## src/hdl/s1re_pkg.sv

```systemverilog
// ---------------------------------------------------------------------------
// s1re_pkg
// Shared types, constants and helpers for the S19 record encoder.
// ---------------------------------------------------------------------------
package s1re_pkg;

    localparam int REC_BYTES = 32;
    localparam int IDX_W     = $clog2(REC_BYTES);
    localparam int FILL_W    = $clog2(REC_BYTES + 1);
    localparam int ADDR_W    = 16;
    localparam int RADDR_W   = ADDR_W + 1;
    localparam int CFG_IDX_W = 2;

    localparam logic [CFG_IDX_W-1:0] CFG_START_ADDR = 2'd0;
    localparam logic [CFG_IDX_W-1:0] CFG_END_ADDR   = 2'd1;

    localparam logic [7:0] CHAR_S     = 8'h53;
    localparam logic [7:0] CHAR_ONE   = 8'h31;
    localparam logic [7:0] CHAR_NINE  = 8'h39;
    localparam logic [7:0] CHAR_LF    = 8'h0A;
    localparam logic [7:0] S9_LEN     = 8'h03;
    localparam logic [7:0] S9_SUM     = 8'hFC;
    localparam logic [7:0] REC_OVHD   = 8'h03;
    localparam logic [1:0] CNT_ONE    = 2'd1;
    localparam logic [1:0] CNT_TWO    = 2'd2;

    typedef enum logic [3:0] {
        ST_IDLE,
        ST_S1,
        ST_LEN,
        ST_HI,
        ST_LO,
        ST_DATA,
        ST_SUM,
        ST_NL,
        ST_S9,
        ST_S9_LEN,
        ST_S9_HI,
        ST_S9_LO,
        ST_S9_SUM,
        ST_S9_NL
    } state_t;

    typedef struct packed {
        logic   accept;   // request taken this cycle
        logic   emit;     // load output register with a pair
        logic   last;     // pair closes the run
        state_t kind;     // which pair to build
    } ctrl_cmd_t;

    typedef struct packed {
        logic need_rec;   // request would close a record
        logic eod;        // request carries end of data
        logic out_full;   // output register occupied
        logic last_data;  // data index on final buffered byte
    } dp_status_t;

    function automatic logic [7:0] hex_char(input logic [3:0] nib);
        logic [7:0] c;
        if (nib < 4'd10)
            c = 8'h30 + {4'd0, nib};
        else
            c = 8'h37 + {4'd0, nib};
        return c;
    endfunction

endpackage

```

## src/hdl/s1_record_encoder.sv

```systemverilog
// ---------------------------------------------------------------------------
// s1_record_encoder
// Streaming Motorola S19 encoder: bytes in, S1/S9 text pairs out.
// ---------------------------------------------------------------------------
// Output: the first pair of a run passes through the state register and then the output pair register.
// Flow: a request that only buffers a byte leaves the sequencer idle; one that
//   closes a record holds the input for 6 + bytes pairs (up to 38 pairs),
//   plus 6 for an S9 trailer, paced by the single output register.
// Reset: async, active low; start 0x0000, end 0xFFFF, empty record buffer.
// ---------------------------------------------------------------------------
module s1_record_encoder (
    input  logic                                  clk,
    input  logic                                  rst_n,
    // configuration write port
    input  logic                                  cfg_wr_en,
    input  logic [s1re_pkg::CFG_IDX_W-1:0]        cfg_index,
    input  logic [s1re_pkg::ADDR_W-1:0]           cfg_wr_data,
    // input request channel
    input  logic                                  in_valid,
    output logic                                  in_ready,
    input  logic [7:0]                            data_byte,
    input  logic                                  byte_present,
    input  logic                                  end_of_data,
    // output request channel
    output logic                                  out_valid,
    input  logic                                  out_ready,
    output logic [7:0]                            first_char,
    output logic [7:0]                            second_char,
    output logic [1:0]                            char_count,
    output logic                                  last_of_run
);
    import s1re_pkg::*;

    ctrl_cmd_t  cmd;
    dp_status_t status;

    // Sequencer: idle takes requests; each other state sends one pair when
    // the output register is free or being drained.
    s1re_ctrl u_ctrl (
        .clk       (clk),
        .rst_n     (rst_n),
        .in_valid  (in_valid),
        .in_ready  (in_ready),
        .out_ready (out_ready),
        .status    (status),
        .cmd       (cmd)
    );

    // Datapath: 32-byte buffer (registered read), address/fill tracking,
    // running checksum and the output pair register.
    s1re_datapath u_dp (
        .clk          (clk),
        .rst_n        (rst_n),
        .cfg_wr_en    (cfg_wr_en),
        .cfg_index    (cfg_index),
        .cfg_wr_data  (cfg_wr_data),
        .data_byte    (data_byte),
        .byte_present (byte_present),
        .end_of_data  (end_of_data),
        .out_ready    (out_ready),
        .cmd          (cmd),
        .status       (status),
        .out_valid    (out_valid),
        .first_char   (first_char),
        .second_char  (second_char),
        .char_count   (char_count),
        .last_of_run  (last_of_run)
    );

endmodule

```

## src/hdl/s1re_ctrl.sv

```systemverilog
// ---------------------------------------------------------------------------
// s1re_ctrl
// Sequencer: walks the S1 and S9 record fields one output pair at a time.
// ---------------------------------------------------------------------------
module s1re_ctrl (
    input  logic                 clk,
    input  logic                 rst_n,
    input  logic                 in_valid,
    output logic                 in_ready,
    input  logic                 out_ready,
    input  s1re_pkg::dp_status_t status,
    output s1re_pkg::ctrl_cmd_t  cmd
);
    import s1re_pkg::*;

    state_t state_reg, state_next;
    logic   eod_pend_reg, eod_pend_next;
    logic   emit_ok;

    always_ff @(posedge clk or negedge rst_n)
    begin
        if (!rst_n)
        begin
            state_reg    <= ST_IDLE;
            eod_pend_reg <= 1'b0;
        end
        else
        begin
            state_reg    <= state_next;
            eod_pend_reg <= eod_pend_next;
        end
    end

    assign emit_ok  = !status.out_full || out_ready;
    assign in_ready = (state_reg == ST_IDLE);

    always_comb
    begin
        state_next    = state_reg;
        eod_pend_next = eod_pend_reg;
        cmd.accept    = 1'b0;
        cmd.emit      = 1'b0;
        cmd.last      = 1'b0;
        cmd.kind      = state_reg;

        unique case (state_reg)
            ST_IDLE:
            begin
                if (in_valid)
                begin
                    cmd.accept    = 1'b1;
                    eod_pend_next = status.eod;
                    if (status.need_rec)
                        state_next = ST_S1;
                    else if (status.eod)
                        state_next = ST_S9;
                end
            end
            ST_S1, ST_LEN, ST_HI, ST_LO, ST_DATA, ST_SUM, ST_NL,
            ST_S9, ST_S9_LEN, ST_S9_HI, ST_S9_LO, ST_S9_SUM, ST_S9_NL:
            begin
                if (emit_ok)
                begin
                    cmd.emit = 1'b1;
                    unique case (state_reg)
                        ST_S1:     state_next = ST_LEN;
                        ST_LEN:    state_next = ST_HI;
                        ST_HI:     state_next = ST_LO;
                        ST_LO:     state_next = ST_DATA;
                        ST_DATA:   state_next = status.last_data ? ST_SUM : ST_DATA;
                        ST_SUM:    state_next = ST_NL;
                        ST_NL:
                        begin
                            cmd.last   = !eod_pend_reg;
                            state_next = eod_pend_reg ? ST_S9 : ST_IDLE;
                        end
                        ST_S9:     state_next = ST_S9_LEN;
                        ST_S9_LEN: state_next = ST_S9_HI;
                        ST_S9_HI:  state_next = ST_S9_LO;
                        ST_S9_LO:  state_next = ST_S9_SUM;
                        ST_S9_SUM: state_next = ST_S9_NL;
                        default:
                        begin
                            cmd.last      = 1'b1;
                            eod_pend_next = 1'b0;
                            state_next    = ST_IDLE;
                        end
                    endcase
                end
            end
            default: state_next = ST_IDLE;
        endcase
    end

endmodule

```

## src/hdl/s1re_datapath.sv

```systemverilog
// ---------------------------------------------------------------------------
// s1re_datapath
// Record buffer, address and fill tracking, checksum and output register.
// ---------------------------------------------------------------------------
module s1re_datapath (
    input  logic                                  clk,
    input  logic                                  rst_n,
    input  logic                                  cfg_wr_en,
    input  logic [s1re_pkg::CFG_IDX_W-1:0]        cfg_index,
    input  logic [s1re_pkg::ADDR_W-1:0]           cfg_wr_data,
    input  logic [7:0]                            data_byte,
    input  logic                                  byte_present,
    input  logic                                  end_of_data,
    input  logic                                  out_ready,
    input  s1re_pkg::ctrl_cmd_t                   cmd,
    output s1re_pkg::dp_status_t                  status,
    output logic                                  out_valid,
    output logic [7:0]                            first_char,
    output logic [7:0]                            second_char,
    output logic [1:0]                            char_count,
    output logic                                  last_of_run
);
    import s1re_pkg::*;

    logic [7:0]         mem [REC_BYTES];
    logic [7:0]         rd_data_reg;

    logic [ADDR_W-1:0]  start_reg, end_reg;
    logic [RADDR_W-1:0] raddr_reg;
    logic [FILL_W-1:0]  fill_reg;
    logic               limit_reg;
    logic [FILL_W-1:0]  idx_reg, idx_next;
    logic [7:0]         sum_reg;
    logic               out_valid_reg;
    logic [7:0]         c1_reg, c2_reg;
    logic [1:0]         cnt_reg;
    logic               last_reg;

    logic [RADDR_W:0]   byte_addr;
    logic               store, close_rec;
    logic [FILL_W-1:0]  fill_inc;
    logic [7:0]         len;
    logic [7:0]         c1, c2;
    logic [1:0]         cnt;
    logic               rec_done, image_done;

    assign byte_addr = {1'b0, raddr_reg} + {{(RADDR_W + 1 - FILL_W){1'b0}}, fill_reg};
    assign fill_inc  = fill_reg + 1'b1;
    assign store     = byte_present && !limit_reg
                       && (byte_addr <= {{(RADDR_W + 1 - ADDR_W){1'b0}}, end_reg})
                       && (fill_reg < FILL_W'(REC_BYTES));
    assign close_rec = store && ((byte_addr == {{(RADDR_W + 1 - ADDR_W){1'b0}}, end_reg})
                       || (fill_inc >= FILL_W'(REC_BYTES)));

    assign status.need_rec  = close_rec || (end_of_data && (store || fill_reg != '0));
    assign status.eod       = end_of_data;
    assign status.out_full  = out_valid_reg;
    assign status.last_data = (idx_reg == fill_reg - 1'b1);

    assign len        = {{(8 - FILL_W){1'b0}}, fill_reg} + REC_OVHD;
    assign rec_done   = cmd.emit && (cmd.kind == ST_NL);
    assign image_done = cmd.emit && (cmd.kind == ST_S9_NL);

    // data index runs only while data pairs go out
    always_comb
    begin
        if (cmd.kind != ST_DATA)
            idx_next = '0;
        else if (cmd.emit)
            idx_next = idx_reg + 1'b1;
        else
            idx_next = idx_reg;
    end

    always_ff @(posedge clk)
    begin
        if (cmd.accept && store)
            mem[fill_reg[IDX_W-1:0]] <= data_byte;
        rd_data_reg <= mem[idx_next[IDX_W-1:0]];
    end

    always_ff @(posedge clk or negedge rst_n)
    begin
        if (!rst_n)
        begin
            start_reg <= '0;
            end_reg   <= '1;
            raddr_reg <= '0;
            fill_reg  <= '0;
            limit_reg <= 1'b0;
            idx_reg   <= '0;
        end
        else
        begin
            idx_reg <= idx_next;
            if (cmd.accept && store)
            begin
                fill_reg <= fill_inc;
                if (byte_addr == {{(RADDR_W + 1 - ADDR_W){1'b0}}, end_reg})
                    limit_reg <= 1'b1;
            end
            if (rec_done)
            begin
                raddr_reg <= raddr_reg + {{(RADDR_W - FILL_W){1'b0}}, fill_reg};
                fill_reg  <= '0;
            end
            if (image_done)
            begin
                raddr_reg <= {1'b0, start_reg};
                fill_reg  <= '0;
                limit_reg <= 1'b0;
            end
            if (cfg_wr_en)
            begin
                if (cfg_index == CFG_START_ADDR)
                begin
                    start_reg <= cfg_wr_data;
                    raddr_reg <= {1'b0, cfg_wr_data};
                    fill_reg  <= '0;
                    limit_reg <= 1'b0;
                end
                else if (cfg_index == CFG_END_ADDR)
                begin
                    end_reg   <= cfg_wr_data;
                    raddr_reg <= {1'b0, start_reg};
                    fill_reg  <= '0;
                    limit_reg <= 1'b0;
                end
            end
        end
    end

    // checksum: seeded from length and address, then data subtracted
    always_ff @(posedge clk)
    begin
        if (cmd.emit && cmd.kind == ST_LO)
            sum_reg <= 8'hFF - len - raddr_reg[15:8] - raddr_reg[7:0];
        else if (cmd.emit && cmd.kind == ST_DATA)
            sum_reg <= sum_reg - rd_data_reg;
    end

    always_comb
    begin
        cnt = CNT_TWO;
        unique case (cmd.kind)
            ST_S1:     begin c1 = CHAR_S; c2 = CHAR_ONE; end
            ST_LEN:    begin c1 = hex_char(len[7:4]); c2 = hex_char(len[3:0]); end
            ST_HI:
            begin
                c1 = hex_char(raddr_reg[15:12]);
                c2 = hex_char(raddr_reg[11:8]);
            end
            ST_LO:
            begin
                c1 = hex_char(raddr_reg[7:4]);
                c2 = hex_char(raddr_reg[3:0]);
            end
            ST_DATA:
            begin
                c1 = hex_char(rd_data_reg[7:4]);
                c2 = hex_char(rd_data_reg[3:0]);
            end
            ST_SUM:
            begin
                c1 = hex_char(sum_reg[7:4]);
                c2 = hex_char(sum_reg[3:0]);
            end
            ST_S9:     begin c1 = CHAR_S; c2 = CHAR_NINE; end
            ST_S9_LEN: begin c1 = hex_char(S9_LEN[7:4]); c2 = hex_char(S9_LEN[3:0]); end
            ST_S9_HI, ST_S9_LO:
            begin
                c1 = hex_char(4'd0);
                c2 = hex_char(4'd0);
            end
            ST_S9_SUM: begin c1 = hex_char(S9_SUM[7:4]); c2 = hex_char(S9_SUM[3:0]); end
            ST_NL, ST_S9_NL:
            begin
                c1  = CHAR_LF;
                c2  = 8'h00;
                cnt = CNT_ONE;
            end
            default:   begin c1 = 8'h00; c2 = 8'h00; end
        endcase
    end

    always_ff @(posedge clk or negedge rst_n)
    begin
        if (!rst_n)
            out_valid_reg <= 1'b0;
        else if (cmd.emit)
            out_valid_reg <= 1'b1;
        else if (out_ready)
            out_valid_reg <= 1'b0;
    end

    always_ff @(posedge clk)
    begin
        if (cmd.emit)
        begin
            c1_reg   <= c1;
            c2_reg   <= c2;
            cnt_reg  <= cnt;
            last_reg <= cmd.last;
        end
    end

    assign out_valid   = out_valid_reg;
    assign first_char  = c1_reg;
    assign second_char = c2_reg;
    assign char_count  = cnt_reg;
    assign last_of_run = last_reg;

endmodule

```

## config.mk

```make
export PLATFORM = sky130hd
export DESIGN_NAME = s1_record_encoder
export DESIGN_NICKNAME = d
export VERILOG_FILES = /design/src/hdl/s1re_pkg.sv /design/src/hdl/s1_record_encoder.sv /design/src/hdl/s1re_ctrl.sv /design/src/hdl/s1re_datapath.sv
export SDC_FILE = /design/constraint.sdc
export NUM_CORES = 1
export LEC_CHECK = 0
export ABC_CLOCK_PERIOD_IN_PS = 4650
export BUFFER_PORTS_ARGS = -buffer_cell sky130_fd_sc_hd__buf_2
export CELL_PAD_IN_SITES_DETAIL_PLACEMENT = 1
export CELL_PAD_IN_SITES_GLOBAL_PLACEMENT = 1
export CORE_UTILIZATION = 44
export CTS_BUF_LIST = sky130_fd_sc_hd__clkbuf_2 sky130_fd_sc_hd__clkbuf_4 sky130_fd_sc_hd__clkbuf_8
export DETAILED_ROUTE_END_ITERATION = 7
export HOLD_SLACK_MARGIN = 0.1
export PLACE_DENSITY_LB_ADDON = 0.3
export SYNTH_ARGS = -nofsm -noshare
export SYNTH_HDL_FRONTEND = slang
export SYNTH_SLANG_ARGS = --single-unit
```

## constraint.sdc

```tcl
create_clock -name clk -period 4.65 [get_ports clk]
set_input_delay 0.93 -clock clk [delete_from_list [all_inputs] [get_ports clk]]
set_output_delay 0.93 -clock clk [all_outputs]
set_load 0.01 [all_outputs]
```

## After elaboration in Yosys (flattened, before gate mapping)

Memories as Yosys holds them, arrays and structs flattened. A register that Yosys moved wholly into a read port is not among the register bits.
Cells that the tools add are included.
W data, S select, Z words.

- Flip-flop bits (word level): 95
- Memories kept: 1
- Word-level logic and storage cells: 172
- Input bits: 33
- Output and inout port bits: 21
- RAM bits: 256

Memory list:

| memory | words | bits a word | read ports | clocked after Yosys merged registers in | write ports | RTL line | text |
|---|---|---|---|---|---|---|---|
| u_dp.mem | 32 | 8 | 1 | 1 | 1 | s1re_datapath.sv:25 | `logic [7:0] mem [REC_BYTES];` |

- Order comparisons: 13
- Mux-type cells: 55
- Reduce and logical (&&, ||, !) cells: 36
- Bitwise operators: 1
- Add/subtract/negate cells: 30
- Equal/unequal tests: 21

Operator list:

| operator | number |
|---|---|
| $add A6 B4 Y7 const A | 20 |
| $mux W8 | 12 |
| $mux W17 | 5 |
| $pmux W8 S10 | 1 |
| $pmux W8 S9 | 1 |
| $mux W6 | 8 |
| $pmux W4 S12 | 1 |
| $lt A4 B4 Y1 const B | 10 |
| $eq A4 B4 Y1 const B | 6 |
| $sub A8 B8 Y8 | 3 |
| $mux W4 | 5 |
| $add A17 B6 Y18 | 1 |
| $eq A18 B16 Y1 | 1 |
| $le A18 B16 Y1 | 1 |
| $add A17 B6 Y17 | 1 |
| $eq A4 B3 Y1 const B | 4 |
| $mux W1 | 15 |
| $reduce_or A13 Y1 | 1 |
| $add A6 B1 Y6 const B | 2 |
| $reduce_or A12 Y1 | 1 |
| $reduce_or A11 Y1 | 1 |
| $logic_and A1 B1 Y1 | 10 |
| $eq A4 B2 Y1 const B | 2 |
| $mux W2 | 4 |
| other kinds (26) | 40 |

## Longest topological paths before layout

Gate-level depths: netlist of the first run.

- Depth in word-level cells: 11
- Depth in mapped cells: 20
- Mapped depth without buffers: 19

## Modules after synthesis

From an unflattened synthesis of the first run, not the netlist that was laid out.

- Cell total of the unflattened synthesis: 1463
- Area total of the unflattened synthesis: 17464.2 sq um

Modules (own cells, without submodules):

| module | area an instance (sq um) | sequential area each (sq um) | cells an instance | instances |
|---|---|---|---|---|
| s1re_datapath | 17025.1 | 10194.8 | 1410 | 1 |
| s1re_ctrl | 439.2 | 125.1 | 53 | 1 |

## Least setup slack after synthesis of the first run

No wires, ideal clock.

- Kind: register to register
- From: register u_dp.fill_reg[1]
- To: memory u_dp.mem[11][0], enable pin
- Setup time: 370 ps
- Buffers on the path: 1
- Required time: 4280 ps
- Path slack: -73 ps
- Cell stages (with the launch flop): 18
- Data arrival time: 4353 ps
- Period minus slack after synthesis: 4723 ps
- Cell sequence: dfrtp_1 -> inv_1 -> fa_1 -> and2b_1 -> o211ai_1 -> a31oi_1 -> nand2_1 -> nor2_1 -> nand2_1 -> xnor2_1 -> ha_1 -> nand4_1 -> nor2_1 -> nand3_1 -> o31a_1 -> or4b_1 -> buf_2 -> nor2_1

- Cells in the longest elaborated chain, start to end: 7
- Elaborated cells between the ends (all ways): 8
- Those cells by class: add/sub (1); order compare (2); mux (2); reduce/logical (3)

Ends and longest elaborated chain:

| what | RTL line | text |
|---|---|---|
| from (decl) | s1re_datapath.sv:30 | `logic [FILL_W-1:0] fill_reg;` |
| from (signal assigned) | s1re_datapath.sv:98 | `fill_reg <= fill_inc;` |
| $add A17 B6 Y18 | s1re_datapath.sv:47 | `assign byte_addr = {1'b0, raddr_reg} + {{(RADDR_W + 1 - FILL_W){1'b0}}, fill_reg};` |
| $le A18 B16 Y1 | s1re_datapath.sv:50 | `&& (byte_addr <= {{(RADDR_W + 1 - ADDR_W){1'b0}}, end_reg})` |
| $logic_and A1 B1 Y1 | s1re_datapath.sv:50 |  |
| $logic_and A1 B1 Y1 | s1re_datapath.sv:51 | `&& (fill_reg < FILL_W'(REC_BYTES));` |
| $logic_and A1 B1 Y1 | s1re_datapath.sv:77 | `if (cmd.accept && store)` |
| $mux W1 | s1re_datapath.sv:77 |  |
| $mux W1 (not written as such) | s1re_datapath.sv:78 | `mem[fill_reg[IDX_W-1:0]] <= data_byte;` |
| to (decl) | s1re_datapath.sv:25 |  |

Several ways; a longest one is shown, not always the timed one.

## Worst setup path in the final report of the first run

- From: register u_dp.fill_reg[0]
- To: memory u_dp.mem[31][1], enable pin

Same word-level chain as after synthesis.

==> reports/results.ini, run 1 <==
[worst_setup_path]
path_cells = ha_1 > inv_1 > fa_2 > and2b_1 > o211ai_1 > a31oi_2 > nand2_2 > nor2_4 > nand2_1 > xnor2_1 > ha_1 > buf_4 > a21o_1 > o21ai_1 > nand3_1 > o31a_1 > or4b_4 > buf_12 > nor2_1 > buf_4
end_kind = flop
cp.depth = 20
path_class = flop to flop
crit_family = simple AND/OR/NAND/NOR gates
crit_fanout = 11
timing.rr.start = u_dp.fill_reg[0]$_DFF_PN0_
worst-r2r-cell-count = 20
r2r_slack_ns = 0.16
cp-start-kind = flop
required_ns = 5.02
critPathArrivalTime_ns = 4.87
timing.rr.end = u_dp.mem[31][1]$_DFFE_PP_
crit_start = u_dp.fill_reg[0]$_DFF_PN0_
cp.buffers_inverters = 4
critical_path.max_stage_delay_ns = 0.54
crit_slowest_cell = or4b_4

[cts]
cts_tree = done
cts_hold_buf = 0
clk_pin_slew_ns = 0.06
htreeDepth = 2
insertion_delay_ns = 0.68
numCtsBuffers = 59
clock_sinks = 357
cts_buffer_depth = 3
ctsRootBufferMaster = clkbuf_8

[floorplanning]
die_area_sq_um = 40900
core-area_sq_um = 39100
pin_count = 54
die_w_microns = 202
placementRows = 72
initial_core_util_pct = 45.1
die_h_microns = 202

[synth]
synth-async-reset-ratio_pct = 19.0
netlist_top_cells_area = edfxtp_1 48%, dfrtp_1 7.4%, nand2_1 6.5%
ys.flop_type = edfxtp_1
synthCells = 1616
synth_edf_count = 281
yosysTopAreaCellShare_pct = 47.8
yosys.area.top_type = edfxtp_1
synth-seq-cells = 357
seq_area_frac_synth_pct = 58.5
yosys_warnings = 0
synth_area_per_cell_sq_um = 10.9
syn_area_sq_um = 17600
synth.distinct_cells = 71

[timing]
final_max_slew_viol_count = 0
hold_violations = 0
clock_skew_ns = 0.0355
fmax_mhz = 223
finalSetupViolations = 0
fin_setup_tns_ns = 0
layout_worst_path_cycle_share_pct = 96.6
slew_headroom_pct = 18.4
worst_pin_slew_ns = 1.22
min_period_ns = 4.49
setup_ws_ns = 0.157

[grt]
overflow = 0
track_usage_pct = 27.1
antenna_found_initial = 0
grt_start_max_net_pins = 105
grt_pass1_wl_mm = 84.0
grt_pass1_vias = 14300

[layout]
drive_gt1_share_pct = 17.6
nets = 1841
diodes = 0
n_fill_cell = 4251
finalInstanceArea_sq_um = 20300
largest_reg_flops = 256
areaGrowthSynthToFinish_pct = 15.2

[drt]
routed_wl_mm = 55.1
final_antenna_net_count = 0
drc = 0
met2WireLength_mm = 28.1
vias_per_cell = 5.87
drtPass1Iterations = 5
wl_met1_mm = 22.4
wire_per_inst_microns = 23.9
met3_length_mm = 2.81
drtIter0Drc = 1141
topRoutingLayerUsed = met4
dr_total_vias = 13600

[power]
internal_power_mw = 6.29
switching_share_pct = 33.8
leakage_nw = 7.81
combPwrFrac_pct = 28.6
irDropWorstVdd_mv = 0.252
p_seq_share_pct = 41.2
power.net_switching_mw = 3.21
p_per_area_nw_per_um2 = 468
clkPwrFrac_pct = 30.2

[placed_design]
hpwl_mm = 37.3
place_ws_ns = -0.0513
placed_area_sq_um = 18900
io_buffers = 51
routabilityCongestion = 0.943

[status]
status = finished, final reports clean

[worst_hold_path]
min_path_type = primary input to async pin

[flow_run]
cap_violations = 0

-- cells in the final DEF (no fill, tap or decap), types with 12 or more instances in the layout --
cell type,instances
a31oi_1,48
clkbuf_8,64
dfstp_2,16
mux2_2,16
clkbuf_4,20
xor2_1,20
edfxtp_1,281
clkinv_1,13
o21ai_0,45
buf_2,51
a211oi_1,42
inv_1,73
nand2_1,303
buf_4,94
nor2_1,74
a21oi_1,81
o22ai_1,18
nand3_1,85
ha_1,55
and3_1,41
dfrtp_1,52
clkinv_2,12
a311oi_1,16
xnor2_1,48
-- Yosys cell counts (all sizes together) (4+ instances only) --
library cell  instances
mux2                 17
mux2i                 8
and2                  5
edfxtp              281
or3                   9
o21ai                49
a31oi                50
nor4b                 6
a21boi                7
nor4                  9
a221oi               10
a22oi                 6
nor2b                10
o31ai                 8
nand3b                4
dfrtp                52
a21oi                82
a211oi               42
nand3                85
fa                    9
nand2               305
nand2b               11
o22ai                18
o21a                  9
nor3                 13
xnor2                48
xor2                 20
nor2                 81
clkbuf               54
a311oi               16
o221ai                4
and3                 41
o211ai                8
dfstp                16
buf                  31
dfxtp                 8
nand4                11
ha                   55
inv                  76
-- layout make-up --
cell class | instances | area, sq um | area share (%)
sequential | 357 | 10300 | 50.8
multi-input combinational | 1096 | 6750 | 33.2
timing repair buffer | 151 | 1070 | 5.28
clock buffer | 84 | 1030 | 5.08
tap | 518 | 648 | 3.19
inverter | 79 | 298 | 1.47
clock inverter | 26 | 193 | 0.949
-- how the worst max path moves through the flow --
stage	slack, ns	endpoint
floorplan	-0.07	u_dp.mem[11][0]$_DFFE_PP_
CTS	0.007	u_dp.mem[31][6]$_DFFE_PP_
global route	-0.06	u_dp.mem[7][2]$_DFFE_PP_
finish	0.16	u_dp.mem[31][1]$_DFFE_PP_
global placement	0.16	u_dp.mem[23][7]$_DFFE_PP_
detailed placement	-0.05	u_dp.mem[19][0]$_DFFE_PP_
-- through the flow --
step / instances / util (%) / hold slack (ns) / power [mW]
final: 2311 / 51.9 / 0.441 / 9.50
after global routing: 2311 / 51.9 / 0.493 / 9.97
after CTS: 2303 / 51.6 / 0.449 / 9.51
after detailed placement: 2193 / 48.5 / 0.471 / 6.61
after global placement: 2193 / 48.5 / 0.458 / 6.51
after floorplan: 1617 / - / 0.446 / 5.62
-- routing by layer --
layer  up-vias  GRT usage, %
met5         -             0
met4         0          11.0
met3       114          4.13
met2       429          47.5
met1      6864          33.3
li1       6166             -
-- cell families (layout without fill, tap and decap cells) --
group / after synthesis / in the layout / synth area share, %
compound gates: 331 / 331 / 12.1
fa+ha+maj: 64 / 64 / 4.92
xor+xnor: 68 / 68 / 3.38
simple gates: 606 / 606 / 15.8
flops: 357 / 357 / 58.5
buf+inv: 164 / 340 / 3.71
other cells: 1 / 2 / 0.0213
mux: 25 / 25 / 1.56
-- repair_timing --
action,CTS,global route
cloned,0,0
setup buffers,0,8
endpoints found under the setup margin,55,250
gates resized for setup,2,21
pin swaps,0,10
-- power by group through the flow --
| stage | Combinational [mW] | Clock, mW | Sequential, mW |
|---|---|---|---|
| 3_5_place_dp | 2.64 | 0 | 3.97 |
| 6_report | 2.72 | 2.87 | 3.91 |
| 2_1_floorplan | 1.65 | 0 | 3.97 |
| 3_3_place_gp | 2.55 | 0 | 3.96 |
| 4_1_cts | 2.67 | 2.94 | 3.91 |
| 5_1_grt | 2.98 | 3.05 | 3.93 |
(Power assumes the default switching activity.)
==> run 2, diff against run 1 <==
--- a/config.mk
+++ b/config.mk
@@ -13,7 +13,7 @@
 export CTS_BUF_LIST = sky130_fd_sc_hd__clkbuf_2 sky130_fd_sc_hd__clkbuf_4 sky130_fd_sc_hd__clkbuf_8
 export DETAILED_ROUTE_END_ITERATION = 7
 export HOLD_SLACK_MARGIN = 0.1
-export PLACE_DENSITY_LB_ADDON = 0.3
+export PLACE_DENSITY = 0.79
 export SYNTH_ARGS = -nofsm -noshare
 export SYNTH_HDL_FRONTEND = slang
 export SYNTH_SLANG_ARGS = --single-unit
==> constraint.sdc (replaced) <==
create_clock -name clk -period 4.65 [get_ports clk]
set_input_delay 0.465 -clock clk [delete_from_list [all_inputs] [get_ports clk]]
set_output_delay 0.465 -clock clk [all_outputs]
set_load 0.01 [all_outputs]
==> run 2 against run 1 <==
Core utilization grew 0.20 points. Final area grew 0.39%. Sequential share of layout area shrank 0.20 points. Global-route usage grew 0.43 points. Die area is the same. Critical endpoint is now u_dp.mem[31][5]$_DFFE_PP_. Register-to-register slack lost 0.04 ns. Combinational power is essentially flat. Routed wire length grew 1.4%. Non-clock buffer count grew 17.
==> reports/results.ini, run 2 (same netlist as run 1, synthesis figures left out) <==
[timing]
clock_skew_ns = 0.0304
min_period_ns = 4.53
layout_worst_path_cycle_share_pct = 97.4
fmax_mhz = 221
final_max_slew_viol_count = 0
worst_pin_slew_ns = 1.08
finalSetupViolations = 0
setup_ws_ns = 0.121
slew_headroom_pct = 27.8
hold_violations = 0

[drt]
final_antenna_net_count = 0
drtIter0Drc = 1082
dr_total_vias = 13800
routed_wl_mm = 55.9
wire_per_inst_microns = 24.0
drtPass1Iterations = 5
drc = 0
vias_per_cell = 5.93

[worst_hold_path]
min_path_type = primary input to flop

[power]
leakage_nw = 7.82
irDropWorstVdd_mv = 0.283
p_per_area_nw_per_um2 = 459

[layout]
largest_reg_flops = 256
drive_gt1_share_pct = 17.0
final_cell_mix = 303 x nand2_1, 281 x edfxtp_1, 94 x buf_4, 85 x nand3_1, 81 x a21oi_1
layout_commonest_cell = nand2_1
areaGrowthSynthToFinish_pct = 15.6
fin_util_pct = 52.2
n_fill_cell = 4213
diodes = 0
nets = 1857

[worst_setup_path]
crit_slowest_cell = or4b_4
timing.rr.start = u_dp.raddr_reg[0]$_DFF_PN0_
worst-r2r-cell-count = 19
timing.rr.end = u_dp.mem[31][5]$_DFFE_PP_
r2r_slack_ns = 0.12
path_class = flop to flop
required_ns = 5.03
critical_path.max_stage_delay_ns = 0.54
cp-start-kind = flop
worstSetupEndpoint = u_dp.mem[31][5]$_DFFE_PP_
crit_fanout = 11
critPathArrivalTime_ns = 4.91
crit_start = u_dp.raddr_reg[0]$_DFF_PN0_
end_kind = flop
path_cells = ha_2 > inv_1 > fa_2 > and2b_1 > o211ai_1 > a31oi_2 > nand2_2 > nor2_4 > nand2_1 > xnor2_1 > ha_1 > nand4_1 > nor2_2 > nand3_1 > o31a_1 > or4b_4 > buf_8 > nor2_1 > buf_4

[cts]
clock_sinks = 357
htreeDepth = 2
clk_pin_slew_ns = 0.06
ctsRootBufferMaster = clkbuf_8
numCtsBuffers = 58
cts_tree = done
insertion_delay_ns = 0.68
cts_buffer_depth = 3

[placed_design]
place_ws_ns = -0.0301
io_buffers = 51
routabilityCongestion = 0.938
hpwl_mm = 37.8

[grt]
track_usage_pct = 27.5
grt_pass1_vias = 14700
grt_start_max_net_pins = 105
grt_pass1_wl_mm = 86.0
antenna_found_initial = 0
overflow = 0

[floorplanning]
die_w_microns = 202
initial_core_util_pct = 45.1
pin_count = 54
die_h_microns = 202
die_area_sq_um = 40900
placementRows = 72
core-area_sq_um = 39100

[status]
status = finished, final reports clean

[flow_run]
cap_violations = 0

run 2: cell count changes in the layout (fill, tap and decap cells not counted), moves of 2 or more:
cell,before,now
dlygate4sd3_1,0,19
clkinvlp_4,1,3
clkbuf_4,20,23
clkinv_2,12,7
clkbuf_8,64,59
nor3_2,0,2
clkinv_1,13,17
buf_12,5,2
nor2_2,6,2
nor2_1,74,78
run 2: how the worst min path moves through the flow:
stage                     slack, ns                      startpoint  depth (start not counted)                               to
after floorplan                0.17                           rst_n                          0  u_ctrl.eod_pend_reg$_DFFE_PN0P_
after global placement         0.46  u_dp.start_reg[15]$_DFFE_PN0P_                          2   u_dp.start_reg[15]$_DFFE_PN0P_
after detailed placement       0.47   u_dp.start_reg[9]$_DFFE_PN0P_                          2    u_dp.start_reg[9]$_DFFE_PN0P_
after CTS                      0.29                       cfg_wr_en                          4     u_dp.raddr_reg[16]$_DFF_PN0_
after global routing           0.31                       out_ready                          3       u_dp.out_valid$_DFFE_PN0P_
final                          0.32                       out_ready                          3       u_dp.out_valid$_DFFE_PN0P_
run 2: routing by layer:
metal	part of all wire, %	GRT usage [%]	routed length (microns)	vias up
met5	0	0	0	-
met4	3.7	12.0	2090	0
met3	5.7	4.08	3160	137
met2	51	48.7	28400	525
li1	-	-	-	6199
met1	40	33.3	22200	6947
run 2: final cells by class:
cell class	instances	area [sq um]	share of cell area, %
clock buffers	82	985	4.83
clock inverters	27	180	0.884
inverters	79	298	1.46
multi-input cells	1096	6740	33.1
flip-flops and latches	357	10300	50.6
well taps	518	648	3.18
repair buffers	168	1220	5.97
run 2: where the power goes:
| group | leakage [nW] | internal, mW | switching, mW |
|---|---|---|---|
| combinational | 3.79 | 0.976 | 1.72 |
| sequential | 3.43 | 3.74 | 0.173 |
| clock | 0.611 | 1.44 | 1.31 |
| total | 7.82 | 6.16 | 3.21 |
run 2: per-stage QoR:
stage / power, mW / instance area [sq um] / hold slack, ns / cells / setup TNS [ns]
2_1_floorplan: 5.62 / 17600 / 0.169 / 1617 / -4.58
3_3_place_gp: 6.49 / 18900 / 0.461 / 2192 / 0
3_5_place_dp: 6.60 / 18900 / 0.468 / 2192 / -0.256
4_1_cts: 9.37 / 20300 / 0.286 / 2320 / 0
5_1_grt: 9.80 / 20400 / 0.313 / 2327 / -12.69
6_report: 9.37 / 20400 / 0.317 / 2327 / 0
run 2: worst max-delay path, delay by kind of cell (launching register included):
kind                       cells  cell delay, ns
AOI/OAI and AO/OA              3            0.74
buffers and inverters          3            0.44
xor gates and xnor gates       1            0.13
and+or+nand+nor                9            1.71
DFF                            1            0.36
adders and majority gates      3            0.86
run 2: timing repair:
action | in CTS | in global routing
setup endpoints to repair | 75 | 251
hold buffers | 19 | 0
resized for setup | 1 | 17
pin swaps | 3 | 11
buffers inserted | 0 | 7
endpoints found under the hold margin | 89 | 0
